## src/design/csc_pkg.sv

```systemverilog
// Shared types, constants and saturating arithmetic for the clock skew corrector.
// Used by csc_mul, csc_div and the top level; depends on nothing.
`default_nettype none
package csc_pkg;

  localparam int unsigned HistDepth = 64;
  localparam int unsigned FracBits  = 24;
  localparam int unsigned PtrW      = $clog2(HistDepth);
  localparam int unsigned CntW      = $clog2(HistDepth + 1);
  localparam int unsigned DivW      = 64 + FracBits;
  localparam int unsigned DivCntW   = $clog2(DivW + 1);
  localparam int unsigned MulShift  = 32 - FracBits;
  localparam int unsigned CfgW      = 30;
  localparam int unsigned MinFacW   = 25;
  localparam int unsigned PairW     = 128;

  localparam logic [63:0] OneQ       = 64'd1 << FracBits;
  localparam logic [63:0] BackTol    = (OneQ + 64'd5000) / 64'd10000;
  localparam logic [63:0] ScaleFloor = (OneQ + 64'd50000) / 64'd100000;
  localparam logic signed [63:0] SMax = 64'sh7FFF_FFFF_FFFF_FFFF;
  localparam logic signed [63:0] SMin = 64'sh8000_0000_0000_0000;

  typedef enum logic [2:0] {
    REG_JUMP_LIMIT = 3'd0,
    REG_RUNAWAY    = 3'd1,
    REG_CHASE_THR  = 3'd2,
    REG_MIN_FACTOR = 3'd3,
    REG_WINDOW     = 3'd4
  } cfg_reg_e;

  typedef enum logic [1:0] {
    CHASE_KEEP = 2'd0,
    CHASE_SLOW = 2'd1,
    CHASE_FAST = 2'd2
  } chase_e;

  typedef struct packed {
    logic               go;
    logic signed [63:0] a;
    logic [31:0]        m;
  } mul_req_t;

  typedef struct packed {
    logic               done;
    logic signed [63:0] y;
  } mul_rsp_t;

  typedef struct packed {
    logic        go;
    logic [63:0] n;
    logic [63:0] d;
    logic [63:0] cap;
  } div_req_t;

  typedef struct packed {
    logic        done;
    logic [63:0] q;
  } div_rsp_t;

  function automatic logic signed [63:0] sadd(input logic signed [63:0] a,
                                              input logic signed [63:0] b);
    logic signed [64:0] s;
    s = {a[63], a} + {b[63], b};
    if (s[64] != s[63]) return s[64] ? SMin : SMax;
    return s[63:0];
  endfunction

  function automatic logic signed [63:0] ssub(input logic signed [63:0] a,
                                              input logic signed [63:0] b);
    logic signed [64:0] s;
    s = {a[63], a} - {b[63], b};
    if (s[64] != s[63]) return s[64] ? SMin : SMax;
    return s[63:0];
  endfunction

  function automatic logic [63:0] mag(input logic signed [63:0] a);
    return a[63] ? 64'(-a) : 64'(a);
  endfunction

  function automatic logic signed [63:0] with_sign(input logic [63:0] m, input logic neg);
    if (neg) return m[63] ? SMin : $signed(64'(-m));
    return m[63] ? SMax : $signed(m);
  endfunction

  // base + off around the ring; both operands stay below the depth
  function automatic logic [PtrW-1:0] ring_idx(input logic [PtrW-1:0] base,
                                               input logic [CntW-1:0] off);
    logic [CntW:0] s;
    s = (CntW+1)'(base) + (CntW+1)'(off);
    if (s >= (CntW+1)'(HistDepth)) s = s - (CntW+1)'(HistDepth);
    return s[PtrW-1:0];
  endfunction

endpackage
`default_nettype wire

```

## src/design/csc_mul.sv

```systemverilog
// Fixed-point multiply a * m / 2^FracBits, truncated toward zero and saturated.
// One 32x32 multiplier used for two partial products; depends on csc_pkg.
`default_nettype none
module csc_mul (
  input  logic              clk_i,
  input  logic              rst_ni,
  input  csc_pkg::mul_req_t req_i,
  output csc_pkg::mul_rsp_t rsp_o
);

  typedef enum logic [1:0] {M_IDLE, M_HI, M_LO, M_FIN} mstate_e;

  mstate_e           st_q;
  logic [63:0]       x_q;
  logic              neg_q;
  logic [31:0]       m_q;
  logic [63:0]       ph_q, pl_q;
  csc_pkg::mul_rsp_t rsp_q;

  logic [31:0] opnd;
  logic [63:0] prod;
  logic        over;
  logic [63:0] top;
  logic [64:0] sum;
  logic [63:0] r;

  assign opnd = (st_q == M_HI) ? x_q[63:32] : x_q[31:0];
  assign prod = opnd * m_q;

  always_comb begin
    over = (ph_q >> (64 - csc_pkg::MulShift)) != '0;
    top  = ph_q << csc_pkg::MulShift;
    sum  = {1'b0, top} + {1'b0, pl_q >> csc_pkg::FracBits};
    r    = (over || sum[64]) ? '1 : sum[63:0];
  end

  always_ff @(posedge clk_i or negedge rst_ni) begin
    if (!rst_ni) begin
      st_q       <= M_IDLE;
      rsp_q.done <= 1'b0;
    end else begin
      rsp_q.done <= 1'b0;
      unique case (st_q)
        M_IDLE: begin
          if (req_i.go) begin
            x_q   <= csc_pkg::mag(req_i.a);
            neg_q <= req_i.a[63];
            m_q   <= req_i.m;
            st_q  <= M_HI;
          end
        end
        M_HI: begin
          ph_q <= prod;
          st_q <= M_LO;
        end
        M_LO: begin
          pl_q <= prod;
          st_q <= M_FIN;
        end
        M_FIN: begin
          rsp_q.y    <= csc_pkg::with_sign(r, neg_q);
          rsp_q.done <= 1'b1;
          st_q       <= M_IDLE;
        end
        default: st_q <= M_IDLE;
      endcase
    end
  end

  assign rsp_o = rsp_q;

endmodule
`default_nettype wire

```

## config.mk

```make
export PLATFORM = sky130hd
export DESIGN_NAME = csc_mul
export DESIGN_NICKNAME = d
export VERILOG_FILES = /design/src/design/csc_pkg.sv /design/src/design/csc_mul.sv
export SDC_FILE = /design/constraint.sdc
export NUM_CORES = 2
export LEC_CHECK = 0
export BUFFER_PORTS_ARGS = -buffer_cell sky130_fd_sc_hd__buf_2
export CORE_MARGIN = 2
export CORE_UTILIZATION = 25
export CTS_CLUSTER_DIAMETER = 50
export CTS_CLUSTER_SIZE = 12
export DETAILED_ROUTE_END_ITERATION = 8
export GPL_TIMING_DRIVEN = 0
export PLACE_DENSITY = 0.41
export SYNTH_ARGS = -nofsm -noshare
export SYNTH_HDL_FRONTEND = slang
export SYNTH_SLANG_ARGS = --single-unit
```

## constraint.sdc

```tcl
create_clock -name clk_i -period 10.3 [get_ports clk_i]
set_input_delay 0 -clock clk_i [delete_from_list [all_inputs] [get_ports clk_i]]
set_output_delay 0 -clock clk_i [all_outputs]
set_load 0.02 [all_outputs]
```

==> results.yml <==
sta:
  setup_tns_ns: 0
  maxSlewViolCount: 0
  worst_pin_slew_ns: 1.340
  fmax_mhz: 99.13
  relSlewSlack: 0.1067
  min_period_ns: 10.09
  fin_ws_ns: 0.2118
  finalSetupViolCount: 0
  rsz0062_at_grt: "no"
  final_hold_viol_count: 0
  skew_ns: 0.02868
  fin_crit_sh: 0.9794
place:
  dp_hpwl_um: 163500
  numPortBuffers: 163
  place.gp.congestion: 0.9365
  dp_worst_setup_slack_ns: -3.075
  post-place-cells: 7647
synth:
  ys_seq_area_frac: 0.1672
  postSynthCellCount: 4970
  ys.flop_type: "edfxtp_1"
  synth.avg_cell_area_um2: 9.668
  syn_area_um2: 48050
  synth-warning-count: 0
  yosysUniqueCellTypes: 89
  ys_async_sr_fraction: 0.01119
  synth.net_count: 6267
  ys_seq_elements: 268
  synth_edf_count: 265
setup_path:
  worst-setup-path-type: "reg2reg"
  cp.arrival_ns: 10.39
  crit_end: "ph_q[42]"
  critPathLaunchType: "register"
  crit_fanout: 10
  crit_top_cell: "fa_1"
  critPathCaptureType: "register"
  crit_start: "st_q[1]"
  ff2ff_path_depth: 29
  required_ns: 10.61
  r2r_setup_slack_ns: 0.21
  rr_endpoint: "ph_q[42]"
  cp_slowest_cell: "xnor2_1"
  slowest_delay_ns: 0.60
  r2r-start: "st_q[1]"
clocking:
  cts_buffers: 40
  worst_skew_pair.late_latency_ns: 0.63
  cts_sinks: 268
  max-clock-path-buffers: 3
  clkSlewWorstSetupHoldPaths_ns: 0.06
  h-tree-depth: 2
  tritoncts: "done"
  cts-root-buf: "clkbuf_16"
floorplan:
  initial_core_util: 0.2521
  die_x_um: 442.4
  rows: 160
  io_pins: 164
  die_y_um: 442.4
  core_um2: 190600
  die-area_um2: 195700
status:
  status: "completed"
routing:
  vias: 37040
  wl_per_cell_um: 25.10
  drt-total-wl_um: 197600
  ant_nets: 0
  detail_route.iter0.violations: 2859
  drtPass1Iterations: 5
  drc_errors: 0
  vias_per_cell: 4.706
global_routing:
  grt_antenna_before_repair: 17
  gr-usage-all-layers: 0.2007
  grt_pass1_vias: 38770
  grt_pass1_wl_um: 283800
  overflow: 0
  grt_max_degree: 65
cells_and_area:
  drive_gt1_frac: 0.07342
  layout_commonest_cell: "fa_1"
  final_nets: 6620
  area_delta_synth_final_pct: 14.80
  stdcell_count: 7871
  most-common-layout-cells: "fa_1 (897), inv_1 (889), and2_1 (618), nand2_1 (561), ha_1 (300)"
hold_path:
  hold_class: "in2reg"
job:
  maxCapViolCount: 0
==> cell families after synthesis <==
kind of cell / after synthesis / share of synthesized area
fa+ha+maj: 1198 / 0.4521
compound gates: 521 / 0.07192
xor+xnor: 181 / 0.03299
buf+inv: 1151 / 0.09007
flops: 268 / 0.1672
mux: 43 / 0.009843
simple gates: 1608 / 0.1759
==> routing by layer <==
metal	vias up	track usage	share of wire
li1	16360	-	-
met1	19030	0.2785	0.45
met2	1332	0.3120	0.44
met3	313	0.03283	0.063
met4	2	0.07665	0.046
met5	-	0	0.000066
==> metrics by stage <==
step	instance area (um^2)	hold WS (ns)	utilization
after floorplan	48050	-0.2956	-
after global placement	52010	-0.1704	0.2729
after detailed placement	52090	-0.1622	0.2733
after CTS	55030	0.05127	0.2888
after global routing	55140	0.08698	0.2893
final	55160	0.09552	0.2894
==> worst max-delay path, delay by kind of cell (launching register included) <==
kind                       cells  cell delay [ns]
and+or+nand+nor                3             0.78
muxes                          1             0.46
buffers and inverters          8             1.25
adders and majority gates     10             4.75
DFF                            1             0.41
AOI/OAI and AO/OA              6             1.49
xor gates and xnor gates       1             0.60
==> cells in the mapped netlist (47+ instances only) <==
master / count / share of area
nand3_1: 51 / 0.0053
xnor2_1: 131 / 0.024
nor2_1: 102 / 0.0080
edfxtp_1: 265 / 0.17
ha_1: 301 / 0.078
nor3_1: 47 / 0.0049
clkbuf_1: 256 / 0.020
xor2_1: 50 / 0.0091
inv_1: 889 / 0.069
nand2_1: 561 / 0.044
fa_1: 897 / 0.37
a21o_1: 70 / 0.011
a21oi_1: 130 / 0.014
and2_1: 621 / 0.081
o21ai_0: 92 / 0.0096
==> what timing repair did <==
item | CTS | global route
buffers inserted | 0 | 2
hold buffers | 142 | 0
endpoints found under the setup margin | 80 | 28
gates resized for setup | 70 | 64
hold endpoints to repair | 112 | 0
pin swaps | 0 | 1
==> sequential cells by signal (all words and copies together), names as in the netlist <==
signal,cells
x_q,64
pl_q,40
rsp_o,65
m_q,32
neg_q,1
ph_q,64
st_q,2
==> layout make-up <==
| class | count | area [um^2] |
|---|---|---|
| Clock inverter | 26 | 307.8 |
| Tap cell | 2511 | 3142 |
| Sequential cell | 268 | 8033 |
| Antenna cell | 7 | 17.52 |
| Timing Repair Buffer | 311 | 2344 |
| Fill cell | 20340 | 135400 |
| Buffer | 262 | 1102 |
| Multi-Input combinational cell | 3551 | 35810 |
| Inverter | 889 | 3337 |
| Clock buffer | 46 | 1065 |
==> worst min path at each step <==
stage | cells after the start | slack, ns | from | endpoint
CTS | 2 | 0.05 | req_i[27] | m_q[27]
finish | 2 | 0.1 | req_i[27] | m_q[27]
global placement | 1 | -0.17 | rst_ni | rsp_o[64]
floorplan | 0 | -0.30 | rst_ni | rsp_o[64]
detailed placement | 1 | -0.16 | rst_ni | rsp_o[64]
global route | 2 | 0.09 | req_i[27] | m_q[27]
Power is left out: the tool's default activity adds up to more than one toggle a clock period on the data nets, which glitch-free logic cannot reach.
