### src/design/csc_pkg.sv
// Shared types, constants and saturating arithmetic for the clock skew corrector.
// Used by csc_mul, csc_div and the top level; depends on nothing.
`default_nettype none
package csc_pkg;

  localparam int unsigned HistDepth = 64;
  localparam int unsigned FracBits  = 24;
  localparam int unsigned PtrW      = $clog2(HistDepth);
  localparam int unsigned CntW      = $clog2(HistDepth + 1);
  localparam int unsigned DivW      = 64 + FracBits;
  localparam int unsigned DivCntW   = $clog2(DivW + 1);
  localparam int unsigned MulShift  = 32 - FracBits;
  localparam int unsigned CfgW      = 30;
  localparam int unsigned MinFacW   = 25;
  localparam int unsigned PairW     = 128;

  localparam logic [63:0] OneQ       = 64'd1 << FracBits;
  localparam logic [63:0] BackTol    = (OneQ + 64'd5000) / 64'd10000;
  localparam logic [63:0] ScaleFloor = (OneQ + 64'd50000) / 64'd100000;
  localparam logic signed [63:0] SMax = 64'sh7FFF_FFFF_FFFF_FFFF;
  localparam logic signed [63:0] SMin = 64'sh8000_0000_0000_0000;

  typedef enum logic [2:0] {
    REG_JUMP_LIMIT = 3'd0,
    REG_RUNAWAY    = 3'd1,
    REG_CHASE_THR  = 3'd2,
    REG_MIN_FACTOR = 3'd3,
    REG_WINDOW     = 3'd4
  } cfg_reg_e;

  typedef enum logic [1:0] {
    CHASE_KEEP = 2'd0,
    CHASE_SLOW = 2'd1,
    CHASE_FAST = 2'd2
  } chase_e;

  typedef struct packed {
    logic               go;
    logic signed [63:0] a;
    logic [31:0]        m;
  } mul_req_t;

  typedef struct packed {
    logic               done;
    logic signed [63:0] y;
  } mul_rsp_t;

  typedef struct packed {
    logic        go;
    logic [63:0] n;
    logic [63:0] d;
    logic [63:0] cap;
  } div_req_t;

  typedef struct packed {
    logic        done;
    logic [63:0] q;
  } div_rsp_t;

  function automatic logic signed [63:0] sadd(input logic signed [63:0] a,
                                              input logic signed [63:0] b);
    logic signed [64:0] s;
    s = {a[63], a} + {b[63], b};
    if (s[64] != s[63]) return s[64] ? SMin : SMax;
    return s[63:0];
  endfunction

  function automatic logic signed [63:0] ssub(input logic signed [63:0] a,
                                              input logic signed [63:0] b);
    logic signed [64:0] s;
    s = {a[63], a} - {b[63], b};
    if (s[64] != s[63]) return s[64] ? SMin : SMax;
    return s[63:0];
  endfunction

  function automatic logic [63:0] mag(input logic signed [63:0] a);
    return a[63] ? 64'(-a) : 64'(a);
  endfunction

  function automatic logic signed [63:0] with_sign(input logic [63:0] m, input logic neg);
    if (neg) return m[63] ? SMin : $signed(64'(-m));
    return m[63] ? SMax : $signed(m);
  endfunction

  // base + off around the ring; both operands stay below the depth
  function automatic logic [PtrW-1:0] ring_idx(input logic [PtrW-1:0] base,
                                               input logic [CntW-1:0] off);
    logic [CntW:0] s;
    s = (CntW+1)'(base) + (CntW+1)'(off);
    if (s >= (CntW+1)'(HistDepth)) s = s - (CntW+1)'(HistDepth);
    return s[PtrW-1:0];
  endfunction

endpackage
`default_nettype wire

### src/design/csc_div.sv
// Restoring divider: min(floor(n * 2^FracBits / d), cap), cap when d is zero.
// One quotient bit per cycle; depends on csc_pkg.
`default_nettype none
module csc_div (
  input  logic              clk_i,
  input  logic              rst_ni,
  input  csc_pkg::div_req_t req_i,
  output csc_pkg::div_rsp_t rsp_o
);

  typedef enum logic [1:0] {D_IDLE, D_RUN, D_FIN} dstate_e;

  dstate_e                        st_q;
  logic [csc_pkg::DivW-1:0]       num_q;
  logic [63:0]                    rem_q;
  logic [63:0]                    d_q;
  logic [63:0]                    cap_q;
  logic [csc_pkg::DivCntW-1:0]    cnt_q;
  csc_pkg::div_rsp_t              rsp_q;

  logic [64:0] rsh;
  logic        fits;
  logic [64:0] rdif;

  always_comb begin
    rsh  = {rem_q, num_q[csc_pkg::DivW-1]};
    fits = rsh >= {1'b0, d_q};
    rdif = rsh - {1'b0, d_q};
  end

  always_ff @(posedge clk_i or negedge rst_ni) begin
    if (!rst_ni) begin
      st_q       <= D_IDLE;
      rsp_q.done <= 1'b0;
    end else begin
      rsp_q.done <= 1'b0;
      unique case (st_q)
        D_IDLE: begin
          if (req_i.go) begin
            num_q <= {req_i.n, {csc_pkg::FracBits{1'b0}}};
            rem_q <= '0;
            d_q   <= req_i.d;
            cap_q <= req_i.cap;
            cnt_q <= csc_pkg::DivCntW'(csc_pkg::DivW);
            st_q  <= D_RUN;
          end
        end
        D_RUN: begin
          rem_q <= fits ? rdif[63:0] : rsh[63:0];
          num_q <= {num_q[csc_pkg::DivW-2:0], fits};
          cnt_q <= cnt_q - 1'b1;
          if (cnt_q == csc_pkg::DivCntW'(1)) st_q <= D_FIN;
        end
        D_FIN: begin
          if (d_q == '0 || num_q > csc_pkg::DivW'(cap_q)) rsp_q.q <= cap_q;
          else rsp_q.q <= num_q[63:0];
          rsp_q.done <= 1'b1;
          st_q       <= D_IDLE;
        end
        default: st_q <= D_IDLE;
      endcase
    end
  end

  assign rsp_o = rsp_q;

endmodule
`default_nettype wire

### config.mk
export PLATFORM = sky130hd
export DESIGN_NAME = csc_div
export DESIGN_NICKNAME = d
export VERILOG_FILES = /design/src/design/csc_pkg.sv /design/src/design/csc_div.sv
export SDC_FILE = /design/constraint.sdc
export NUM_CORES = 1
export LEC_CHECK = 0
export BUFFER_PORTS_ARGS = -buffer_cell sky130_fd_sc_hd__buf_2
export CAP_MARGIN = 20
export CORE_MARGIN = 2
export CORE_UTILIZATION = 53
export DETAILED_ROUTE_END_ITERATION = 6
export PLACE_DENSITY = 0.77
export SYNTH_ARGS = -nofsm -noshare
export SYNTH_HDL_FRONTEND = slang
export SYNTH_SLANG_ARGS = --single-unit
export TNS_END_PERCENT = 30
### constraint.sdc
create_clock -name clk_i -period 13.8 [get_ports clk_i]
set_input_delay 1.38 -clock clk_i [delete_from_list [all_inputs] [get_ports clk_i]]
set_output_delay 1.38 -clock clk_i [all_outputs]
set_load 0.005 [all_outputs]
==> impl_results.md, run 1 <==
* Gates resized, CTS repair at 0
* Reg2Reg Depth at 14
* Static leakage at 9.72 nW
* HPWL after detailed placement at 32600 µm
* Max incr delay on CP at 780 ps
* Worst slew margin at 25.2%
* Hold Path Stages at 2
* R2R Path End: rem_q[23]$_SDFFCE_PN0P_
* Synth Area in XOR/XNOR at 2.96%
* HP Class: reg -> reg
* Predominant post-synthesis flop cell: edfxtp_1
* Worst r2r src: d_q[18]$_DFFE_PP_
* Yosys cell types at 73
* First DRT Iteration DRCs at 974
* Clock root cell: clkbuf_16
* CP max FO at 66
* Min-Delay Startpoint: num_q[76]$_DFFE_PP_
* Area Overhead vs Synth at 15.6%
* Die ar. at 37800 µm²
* Slowest CP cell: buf_4
* Post-Syn Nets at 2017
* Worst slew pin tran at 1120 ps
* H-tree levels at 2
* Seq/Total Area, Yosys at 55.2%
* Minimum clock period at 4280 ps
* Crit path cell chain: inv_1 > ha_1 > nand4_1 > nor3_1 > and3_1 > inv_1 > or3_1 > a2bb2oi_1 > nand2_1 > a31oi_1 > o21bai_4 > buf_4 > nor2_1 > a211oi_1
* Critical Path RT at 14140 ps
* Outcome: complete, no violations
* Final setup fails at 0
* Syn Area/Cell at 11.4 µm²
* Crit Path Class: reg -> reg
* Synth Area in Adders at 8.56%
* Compound-gate portion of the synthesized area at 10.4%
* Gate Count Post-Synth at 1691
* Fmax at 233 MHz
* Cell Area, Synth at 19200 µm²
* Cell repeated most along the worst path: inv_1
* Chip height at 195 µm
* Largest family of logic cells by synthesized area: simple AND/OR/NAND/NOR gates
* Vias in the first global route at 13700
* Max Root-Sink Buffers at 3
* Element type at the critical path end: register
* Post-route DRC at 0
* Core box area at 35700 µm²
* Largest net degree at the start of global routing at 99
* Clock transition at the registers of the reported paths at 60 ps
* CTS tree: yes
* Synth warn at 0
* Io pins at 260
* Reg2reg setup slack at 9520 ps
* Placed Area at 21000 µm²
* Cell row count at 69
* Worst Skew at 14.9 ps
* Routed WL at 46200 µm
* GRT Residual Overflow at 0
* Worst Path Arrival at 4620 ps
* Simple-gate share of the synthesized area at 12.4%
* Gr usage total at 24.0%
* PwrDens at 182 nW/µm²
* Critical Path Source Type: register
* Post-route ant nets at 0
* GP Congestion at 0.926
* Detailed-route via count at 13800
* Mux cell area share after synthesis at 5.98%
* Die span in x at 195 µm
* Initial antenna violation count at 2
* FFs w/ async S/R, synth at 0.847%
* Routed WL per cell at 19.0 µm
* Hold buffers post-CTS at 0
* Setup bufs post-CTS at 0
* Max VDD drop at 133 µV
* Fraction of final layout cells sized beyond drive strength 1 at 18.2%
* Total Nets Final at 2265
* Number of synthesized register bits at 354
* Fin Setup TNS at 0 ps
* First-pass GRT wire length at 72500 µm
* Max-cap check violation count at 0
* Final hold violations at 0
* EDFF count, synth at 351
* Hold-critical path endpoint: num_q[77]$_DFFE_PP_
* Vias per cell at 5.69
* TritonCTS Buffers at 40
* Final Max Tran Viols at 0
* DRT Pass-1 Iters at 5
* RSZ-0062 raised after global routing: no
* Clk sinks at 354
* Clock latency on the worst-skew pair at 560 ps
* Final Cell Area at 22200 µm²
* Period utilisation layout at 31.0%
* Port buffer count at 259
* Starting Density at 53.9%
==> per-stage QoR <==
stage	hold slack [ps]	power, W	setup WS (ps)	utilization [%]	instances
floorplan	496	0.00269	9.43	-	1691
global placement	517	0.00295	9460	58.7	2356
detailed placement	535	0.00299	9510	58.8	2357
CTS	548	0.00404	9510	62.3	2426
global route	560	0.00428	9220	62.4	2428
finish	544	0.00404	9520	62.4	2430
==> layout by cell type (no fill, tap or decap), drive strengths merged, types with 6 or more instances in the layout <==
cell type / instances
mux2: 64
nor2b: 11
o21bai: 7
xnor2: 39
mux2i: 43
inv: 153
buf: 271
a221oi: 6
a31oi: 14
ha: 130
o21a: 12
nor3: 13
edfxtp: 351
o211ai: 7
and3: 9
and2: 26
a211oi: 19
clkbuf: 45
nand3: 17
o22ai: 9
nor2: 103
a21o: 64
nand2b: 6
a21oi: 79
nor4: 27
clkinv: 17
nand2: 260
nand4: 39
o21ai: 44
xor2: 26
==> logic make-up (layout without fill, tap and decap cells) <==
kind of cell	after synthesis	count (layout)
xor gates and xnor gates	65	65
muxes	107	107
adders and majority gates	131	131
AOI/OAI and AO/OA	291	291
and+or+nand+nor	528	528
other	0	3
DFF	354	354
buffers and inverters	215	490
==> area by class of cell <==
cell class                 instances  area [µm²]
multi-input combinational       1122        7810
tap                              461         577
clock buffer                      45        1020
fill                            2773       13400
sequential                       354       10600
clock inverter                    24         230
timing repair buffer             271        1420
antenna                            3        7.51
inverter                         150         563
==> power by group <==
part	leakage, nW	switching, W	internal (W)
Sequential	3.32	0.0000998	0.00143
Combinational	5.79	0.000849	0.000623
Clock	0.615	0.000437	0.000606
Total	9.72	0.00139	0.00266
==> synthesized netlist by cell type (all sizes together), types with 2 or more instances <==
| cell | count | share of area (%) |
|---|---|---|
| o41ai | 3 | 0.25 |
| a41o | 2 | 0.10 |
| dfrtp | 3 | 0.39 |
| edfxtp | 351 | 55 |
| o31ai | 3 | 0.12 |
| a21oi | 79 | 2.2 |
| nor2b | 11 | 0.36 |
| o21ba | 2 | 0.10 |
| nand3 | 17 | 0.47 |
| a211oi | 19 | 0.74 |
| o221ai | 3 | 0.14 |
| a221o | 4 | 0.21 |
| o21bai | 7 | 0.33 |
| ha | 130 | 8.5 |
| nand4 | 39 | 1.3 |
| inv | 150 | 2.9 |
| or3 | 2 | 0.065 |
| clkbuf | 41 | 0.80 |
| o211ai | 7 | 0.27 |
| xnor2 | 39 | 1.8 |
| xor2 | 26 | 1.2 |
| or4 | 2 | 0.078 |
| or2 | 3 | 0.098 |
| o21ai | 44 | 1.2 |
| and3 | 9 | 0.29 |
| and2 | 26 | 0.85 |
| nor2 | 103 | 2.0 |
| o22ai | 9 | 0.29 |
| and4b | 2 | 0.10 |
| a21boi | 4 | 0.23 |
| mux2i | 43 | 2.2 |
| buf | 24 | 0.78 |
| nand2b | 6 | 0.20 |
| o31a | 2 | 0.091 |
| a221oi | 6 | 0.31 |
| o21a | 12 | 0.47 |
| and2b | 2 | 0.078 |
| a21o | 64 | 2.5 |
| nor3 | 13 | 0.36 |
| a31oi | 14 | 0.49 |
| mux2 | 64 | 3.7 |
| nor4 | 27 | 0.88 |
| nand2 | 260 | 5.1 |
==> flip-flops by register name, indices dropped and copies added (netlist names) <==
signal  flops
num_q      88
cap_q      64
cnt_q       7
rem_q      64
d_q        64
st_q        2
rsp_o      65
==> layer usage <==
layer | vias to the layer above | share of wire (%) | track usage [%]
met4 | 0 | 2.9 | 8.97
met3 | 85 | 7.6 | 4.29
met2 | 535 | 48 | 40.2
li1 | 6602 | - | -
met1 | 6594 | 41 | 31.4
met5 | - | 0 | 0
==> worst max-delay path: cells and delay by family (launching register included) <==
family          cells  cell delay, ps
compound gates      4            1080
fa+ha+maj           1             440
buf+inv             3             880
flops               1             370
simple gates        6            1200
==> worst max-delay path by stage <==
stage | from | endpoint | slack, ps | cells after the start
floorplan | req_i[192] | cnt_q[0]$_SDFFCE_PN0P_ | 9 | 2
global placement | num_q[31]$_DFFE_PP_ | rsp_o[63]$_DFFE_PP_ | 9460 | 11
detailed placement | d_q[18]$_DFFE_PP_ | rem_q[10]$_SDFFCE_PN0P_ | 9510 | 14
CTS | d_q[18]$_DFFE_PP_ | rem_q[10]$_SDFFCE_PN0P_ | 9510 | 14
global route | d_q[18]$_DFFE_PP_ | rem_q[35]$_SDFFCE_PN0P_ | 9220 | 14
finish | d_q[18]$_DFFE_PP_ | rem_q[23]$_SDFFCE_PN0P_ | 9520 | 14
(Power assumes the default switching activity.)
==> run 2, diff against run 1 <==
- clock period: 13.8 -> 3.65 ns (I/O delays scaled with it)
==> run 2 against run 1 <==
Net effect:
- via count up 5.7%
- first-iteration DRC count down 2.1%
- clock skew up 3.8 ps
- register-to-register slack worse by 9300 ps
- global-route usage up 1.9 points
- power rose to 3.9 times the previous value
- worst hold slack worse by 490 ps
- wire length up 5.7%
- combinational power rose to 4.2 times the previous value
- final area up 7.7%
==> impl_results.md, run 2 (synthesis results as in run 1) <==
* Clk sinks at 354 (unchanged)
* Vias per cell at 5.61 (was 5.69)
* Placed Area at 21400 µm² (was 21000 µm²)
* HPWL after detailed placement at 33600 µm (was 32600 µm)
* GRT Residual Overflow at 0 (unchanged)
* R2R Path End: rem_q[59]$_SDFFCE_PN0P_ (was rem_q[23]$_SDFFCE_PN0P_)
* Worst r2r src: d_q[3]$_DFFE_PP_ (was d_q[18]$_DFFE_PP_)
* Crit Path Class: reg -> reg (unchanged)
* Cell repeated most along the worst path: a21oi_2 (was inv_1)
* CP max FO at 5 (was 66)
* Biggest register: num_q (unchanged)
* Post-route ant nets at 0 (unchanged)
* Crit path cell chain: inv_1 > ha_1 > nand3_2 > o21bai_4 > a21oi_4 > o21ai_2 > o41ai_2 > buf_4 > a21oi_2 > or4_1 > a21oi_1 > o22ai_1 > xor2_1 > a21oi_2 (was inv_1 > ha_1 > nand4_1 > nor3_1 > and3_1 > inv_1 > or3_1 > a2bb2oi_1 > nand2_1 > a31oi_1 > o21bai_4 > buf_4 > nor2_1 > a211oi_1)
* Vias in the first global route at 14900 (was 13700)
* Max VDD drop at 488 µV (was 133 µV)
* Die span in x at 195 µm (unchanged)
* Cell row count at 69 (unchanged)
* P_sw at 0.00546 W (was 0.00139 W)
* CTS tree: yes (unchanged)
* Minimum clock period at 3420 ps (was 4280 ps)
* Fmax at 293 MHz (was 233 MHz)
* GP Congestion at 0.964 (was 0.926)
* Area Overhead vs Synth at 24.5% (was 15.6%)
* Clock root cell: clkbuf_16 (unchanged)
* Buf/Inv on CP at 2 (was 3)
* Worst Path Arrival at 3730 ps (was 4620 ps)
* Routed WL per cell at 18.8 µm (was 19.0 µm)
* Reg2Reg Depth at 14 (unchanged)
* Element type at the critical path end: register (unchanged)
* Switching Fraction at 34.4% (was 34.3%)
* Seq pwr share at 36.5% (was 37.8%)
* Initial antenna violation count at 3 (was 2)
* Total Nets Final at 2433 (was 2265)
* Max-cap check violation count at 0 (unchanged)
* Final hold violations at 0 (unchanged)
* Starting Density at 53.9% (unchanged)
* Period utilisation layout at 93.7% (was 31.0%)
* Critical Path Source Type: register (unchanged)
* Comb power frac at 38.6% (was 36.4%)
* Port buffer count at 259 (unchanged)
* Worst slew pin tran at 1040 ps (was 1120 ps)
* Routed WL at 48800 µm (was 46200 µm)
* Final Max Tran Viols at 0 (unchanged)
* Critical Path RT at 3960 ps (was 14140 ps)
* Commonest non-fill, non-tap cell in the layout: edfxtp_1 (unchanged)
* Fraction of final layout cells sized beyond drive strength 1 at 19.2% (was 18.2%)
* Largest net degree at the start of global routing at 85 (was 99)
* Fillers at 2560 (was 2773)
* Setup crit end: rem_q[59]$_SDFFCE_PN0P_ (was rem_q[23]$_SDFFCE_PN0P_)
* Max reg flops at 88 (unchanged)
* Final setup fails at 0 (unchanged)
* Pint at 0.0104 W (was 0.00266 W)
* Post-route DRC at 0 (unchanged)
* Static leakage at 10.5 nW (was 9.72 nW)
* Min-Delay Startpoint: req_i[64] (was num_q[76]$_DFFE_PP_)
* Outcome: complete, no violations (unchanged)
* Worst slew margin at 30.9% (was 25.2%)
* HP Class: in -> reg (was reg -> reg)
* Clock network power share at 25.0% (was 25.8%)
* Max Root-Sink Buffers at 3 (unchanged)
* Delay-heaviest family, CP: compound AO/OA/AOI/OAI gates (was simple AND/OR/NAND/NOR gates)
* RSZ-0062 raised after global routing: yes (was no)
* Io pins at 260 (unchanged)
* Final Cell Area at 24000 µm² (was 22200 µm²)
* Worst Skew at 18.8 ps (was 14.9 ps)
* Max incr delay on CP at 580 ps (was 780 ps)
* Chip height at 195 µm (unchanged)
* Slowest CP cell: or4_1 (was buf_4)
* Worst hold slack at 51.5 ps (was 544 ps)
* Most frequent cells in the layout: 351 x edfxtp_1, 260 x nand2_1, 259 x buf_2 (unchanged)
* Reg2reg setup slack at 230 ps (was 9520 ps)
* DRT Pass-1 Iters at 5 (unchanged)
* First DRT Iteration DRCs at 954 (was 974)
* Number of cells on the critical path at 14 (unchanged)
* Core box area at 35700 µm² (unchanged)
* Clock transition at the registers of the reported paths at 60 ps (about the same)
* PwrDens at 663 nW/µm² (was 182 nW/µm²)
* Clock latency on the worst-skew pair at 570 ps (was 560 ps)
* Gr usage total at 25.9% (was 24.0%)
* First-pass GRT wire length at 77800 µm (was 72500 µm)
* Die ar. at 37800 µm² (unchanged)
* Final core utilization at 67.2% (was 62.4%)
* TritonCTS Buffers at 41 (was 40)
* Detailed-route via count at 14600 (was 13800)
* Worst Setup SP: d_q[3]$_DFFE_PP_ (was d_q[18]$_DFFE_PP_)
* H-tree levels at 2 (unchanged)
-- run 2: cell types whose count changed in the layout (fill, tap and decap cells not counted), moves of 3 or more --
cell / change
clkinv_1: -6
buf_4: +33
clkbuf_1: +6
buf_12: +7
clkbuf_8: +3
ha_1: -6
ha_2: +6
dlygate4sd3_1: +128
bufinv_16: -3
-- run 2: through the flow --
step,std cells,setup TNS (ps),power [W],setup WS [ps]
2_1_floorplan,1691,-399260,0.0101,-1450
3_3_place_gp,2397,0,0.0115,59.9
3_5_place_dp,2397,0,0.0117,49.6
4_1_cts,2599,0,0.0159,19.7
5_1_grt,2601,-13.8,0.0168,-13.8
6_report,2603,0,0.0159,232
-- run 2: metal layers --
| layer | global-route usage [%] | wire length, µm |
|---|---|---|
| met4 | 8.43 | 1290 |
| met2 | 45.0 | 24300 |
| met1 | 32.5 | 19600 |
| met3 | 5.31 | 3630 |
| met5 | 0 | 9 |
-- run 2: power by group through the flow --
| stage | Sequential, W | Combinational (W) | Clock (W) |
|---|---|---|---|
| floorplan | 0.00571 | 0.00442 | 0 |
| global placement | 0.00583 | 0.00571 | 0 |
| detailed placement | 0.00583 | 0.00591 | 0 |
| CTS | 0.00577 | 0.00604 | 0.00404 |
| global route | 0.00584 | 0.00678 | 0.00419 |
| finish | 0.00579 | 0.00612 | 0.00397 |
-- run 2: worst min-delay path by stage --
stage | end | slack, ps | cells past startpoint
after global routing | d_q[0]$_DFFE_PP_ | 20 | 1
after floorplan | rsp_o[64]$_DFF_PN0_ | 70 | 0
after global placement | rsp_o[64]$_DFF_PN0_ | 180 | 1
after detailed placement | rsp_o[64]$_DFF_PN0_ | 190 | 1
final | d_q[0]$_DFFE_PP_ | 50 | 1
after CTS | d_q[32]$_DFFE_PP_ | 7 | 1
-- run 2: timing repair --
item | in CTS | in global routing
endpoints found under the hold margin | 129 | 1
resized for setup | 0 | 7
hold buffers | 127 | 1
buffers inserted | 0 | 0
endpoints found under the setup margin | 0 | 110
-- run 2: layout make-up --
| cell class | count | area (µm²) | share of cell area, % |
|---|---|---|---|
| clock buffers | 56 | 1130 | 4.73 |
| well taps | 461 | 577 | 2.41 |
| flip-flops and latches | 354 | 10600 | 44.3 |
| repair buffers | 438 | 3060 | 12.8 |
| multi-input cells | 1122 | 7840 | 32.7 |
| diodes | 3 | 7.51 | 0.0313 |
| inverters | 150 | 563 | 2.35 |
| clock inverters | 19 | 159 | 0.663 |
-- run 2: worst register-to-register path: cells and delay by family (launching register included) --
family | cells | cell delay, ps
AO/OA/AOI/OAI | 8 | 1250
XOR/XNOR | 1 | 180
adder cells (fa/ha/maj) | 1 | 380
buffers and inverters | 2 | 260
flip-flops | 1 | 400
AND/OR/NAND/NOR | 2 | 700
==> run 3, diff against run 2 <==
- PLACE_DENSITY: 0.77 -> 0.86
==> run 3 against run 2 <==
Net effect:
- clock skew is essentially flat
- maximum frequency shrank 2.6%
- sequential power is essentially flat
- clock power shrank 1%
- power is essentially flat
- first-iteration DRC count grew 18%
- combinational power is essentially flat
- utilization shrank 0.23 points
- largest cell class unchanged
==> impl_results.md, run 3 (synthesis results as in run 1) <==
* TritonCTS Buffers at 40 (was 41)
* Fraction of final layout cells sized beyond drive strength 1 at 18.7% (was 19.2%)
* Final setup fails at 0 (unchanged)
* Final Cell Area at 23900 µm² (was 24000 µm²)
* GP Congestion at 0.919 (was 0.964)
* Most frequent cells in the layout: 351 x edfxtp_1, 260 x nand2_1, 259 x buf_2 (unchanged)
* HPWL after detailed placement at 34500 µm (was 33600 µm)
* Setup Slack @ Placement at -48.5 ps (was 49.6 ps)
* Finished Layout Cells at 2594 (was 2603)
* Routed WL at 52800 µm (was 48800 µm)
* Max Root-Sink Buffers at 3 (unchanged)
* Commonest non-fill, non-tap cell in the layout: edfxtp_1 (unchanged)
* Pwr Total at 0.0159 W (about the same)
* Area Overhead vs Synth at 24.1% (was 24.5%)
* Max VDD drop at 433 µV (was 488 µV)
* Fillers at 2573 (was 2560)
* Min-Delay Startpoint: req_i[64] (unchanged)
* Largest net degree at the start of global routing at 106 (was 85)
* Critical Path RT at 3960 ps (about the same)
* Outcome: complete, no violations (unchanged)
* Fmax at 285 MHz (was 293 MHz)
* Gr usage total at 27.3% (was 25.9%)
* Die ar. at 37800 µm² (unchanged)
* Worst Path Arrival at 3820 ps (was 3730 ps)
* Clock latency on the worst-skew pair at 580 ps (was 570 ps)
* Critical Path Source Type: register (unchanged)
* Cell repeated most along the worst path: nand4_1 (was a21oi_2)
* Reg2Reg Depth at 11 (was 14)
* Fin Setup TNS at 0 ps (unchanged)
* Reg2reg setup slack at 140 ps (was 230 ps)
* Minimum clock period at 3510 ps (was 3420 ps)
* Max reg flops at 88 (unchanged)
* Vias in the first global route at 15400 (was 14900)
* PwrDens at 665 nW/µm² (was 663 nW/µm²)
* Max incr delay on CP at 430 ps (was 580 ps)
* Buf/Inv on CP at 1 (was 2)
* Post-route ant nets at 0 (unchanged)
* Max-cap check violation count at 0 (unchanged)
* Clk sinks at 354 (unchanged)
* Core box area at 35700 µm² (unchanged)
* Worst slew margin at 32.4% (was 30.9%)
* Post-route setup slack at 140 ps (was 232 ps)
* Crit path cell chain: ha_1 > nand4_1 > nor2_1 > nand4_1 > o221ai_1 > a211oi_1 > a21oi_1 > a211oi_2 > o21ai_4 > buf_6 > mux2_2 (was inv_1 > ha_1 > nand3_2 > o21bai_4 > a21oi_4 > o21ai_2 > o41ai_2 > buf_4 > a21oi_2 > or4_1 > a21oi_1 > o22ai_1 > xor2_1 > a21oi_2)
* Die span in x at 195 µm (unchanged)
* CP max FO at 32 (was 5)
* Final Max Tran Viols at 0 (unchanged)
* Starting Density at 53.9% (unchanged)
* Routed WL per cell at 20.4 µm (was 18.8 µm)
* Element type at the critical path end: register (unchanged)
* CTS tree: yes (unchanged)
* Antenna fix cells at 0 (was 3)
* Delay-heaviest family, CP: compound AO/OA/AOI/OAI gates (unchanged)
* HP Class: in -> reg (unchanged)
* Biggest register: num_q (unchanged)
* Port buffer count at 259 (unchanged)
* Static leakage at 10.4 nW (was 10.5 nW)
* Io pins at 260 (unchanged)
* Vias per cell at 5.75 (was 5.61)
* Initial antenna violation count at 0 (was 3)
* Hold Path Stages at 1 (unchanged)
* Cell row count at 69 (unchanged)
* Slowest CP cell: edfxtp_1 (was or4_1)
* Worst slew pin tran at 1010 ps (was 1040 ps)
* Period utilisation layout at 96.2% (was 93.7%)
* First DRT Iteration DRCs at 1122 (was 954)
* Worst Skew at 19.2 ps (was 18.8 ps)
* Inst Count DP at 2389 (was 2397)
* Final hold violations at 0 (unchanged)
* Crit Path Class: reg -> reg (unchanged)
* DRT Pass-1 Iters at 5 (unchanged)
* Chip height at 195 µm (unchanged)
* Total Nets Final at 2428 (was 2433)
* H-tree levels at 2 (unchanged)
* Placed Area at 21300 µm² (was 21400 µm²)
* GRT Residual Overflow at 0 (unchanged)
* Post-route DRC at 0 (unchanged)
* Detailed-route via count at 14900 (was 14600)
* Clock transition at the registers of the reported paths at 60 ps (about the same)
* R2R Path End: rsp_o[2]$_DFFE_PP_ (was rem_q[59]$_SDFFCE_PN0P_)
* Clock root cell: clkbuf_16 (unchanged)
* Hold-critical path endpoint: d_q[0]$_DFFE_PP_ (unchanged)
* First-pass GRT wire length at 81400 µm (was 77800 µm)
* Worst r2r src: num_q[13]$_SDFFCE_PN0P_ (was d_q[3]$_DFFE_PP_)
* RSZ-0062 raised after global routing: no (was yes)
* Worst Setup SP: num_q[13]$_SDFFCE_PN0P_ (was d_q[3]$_DFFE_PP_)
[run 3: repair_timing]
| item | CTS | global route |
|---|---|---|
| hold endpoints to repair | 130 | 0 |
| resized for setup | 1 | 8 |
| pin swaps | 0 | 3 |
| hold buffers | 128 | 0 |
| setup buffers | 0 | 3 |
| gates cloned | 0 | 1 |
| endpoints found under the setup margin | 6 | 53 |
[run 3: metrics by stage]
stage,hold slack [ps],util (%)
6_report,44.6,67.0
5_1_grt,20.4,67.0
4_1_cts,1.07,66.7
3_5_place_dp,185,59.6
3_3_place_gp,181,59.6
2_1_floorplan,69.4,-
[run 3: how the worst max path moves through the flow]
stage	endpoint	cells past startpoint
2_1_floorplan	cap_q[0]$_DFFE_PP_	1
3_3_place_gp	rsp_o[15]$_DFFE_PP_	13
3_5_place_dp	rsp_o[14]$_DFFE_PP_	13
4_1_cts	rem_q[59]$_SDFFCE_PN0P_	13
5_1_grt	rsp_o[42]$_DFFE_PP_	11
6_report	rsp_o[2]$_DFFE_PP_	11
[run 3: area by class of cell]
type                            count  area (µm²)  area share [%]
Tap cell                          461         577            2.42
Multi-Input combinational cell   1122        7860            32.9
Clock inverter                     23         185           0.776
Inverter                          150         563            2.36
Clock buffer                       50        1060            4.44
Timing Repair Buffer              434        3010            12.6
Sequential cell                   354       10600            44.5
[run 3: power by group]
| part | total [W] | switching [W] | internal, W | leakage [nW] |
|---|---|---|---|---|
| clock | 0.00392 | 0.00171 | 0.00222 | 0.604 |
| combinational | 0.00615 | 0.00344 | 0.00271 | 6.51 |
| sequential | 0.00580 | 0.000408 | 0.00539 | 3.32 |
[run 3: routing by layer]
layer	wire (µm)	share of wire, %	global-route usage [%]
met4	1930	3.7	10.0
met3	3690	7.0	4.65
met5	0	0	0
met2	26500	50	49.0
met1	20700	39	33.0
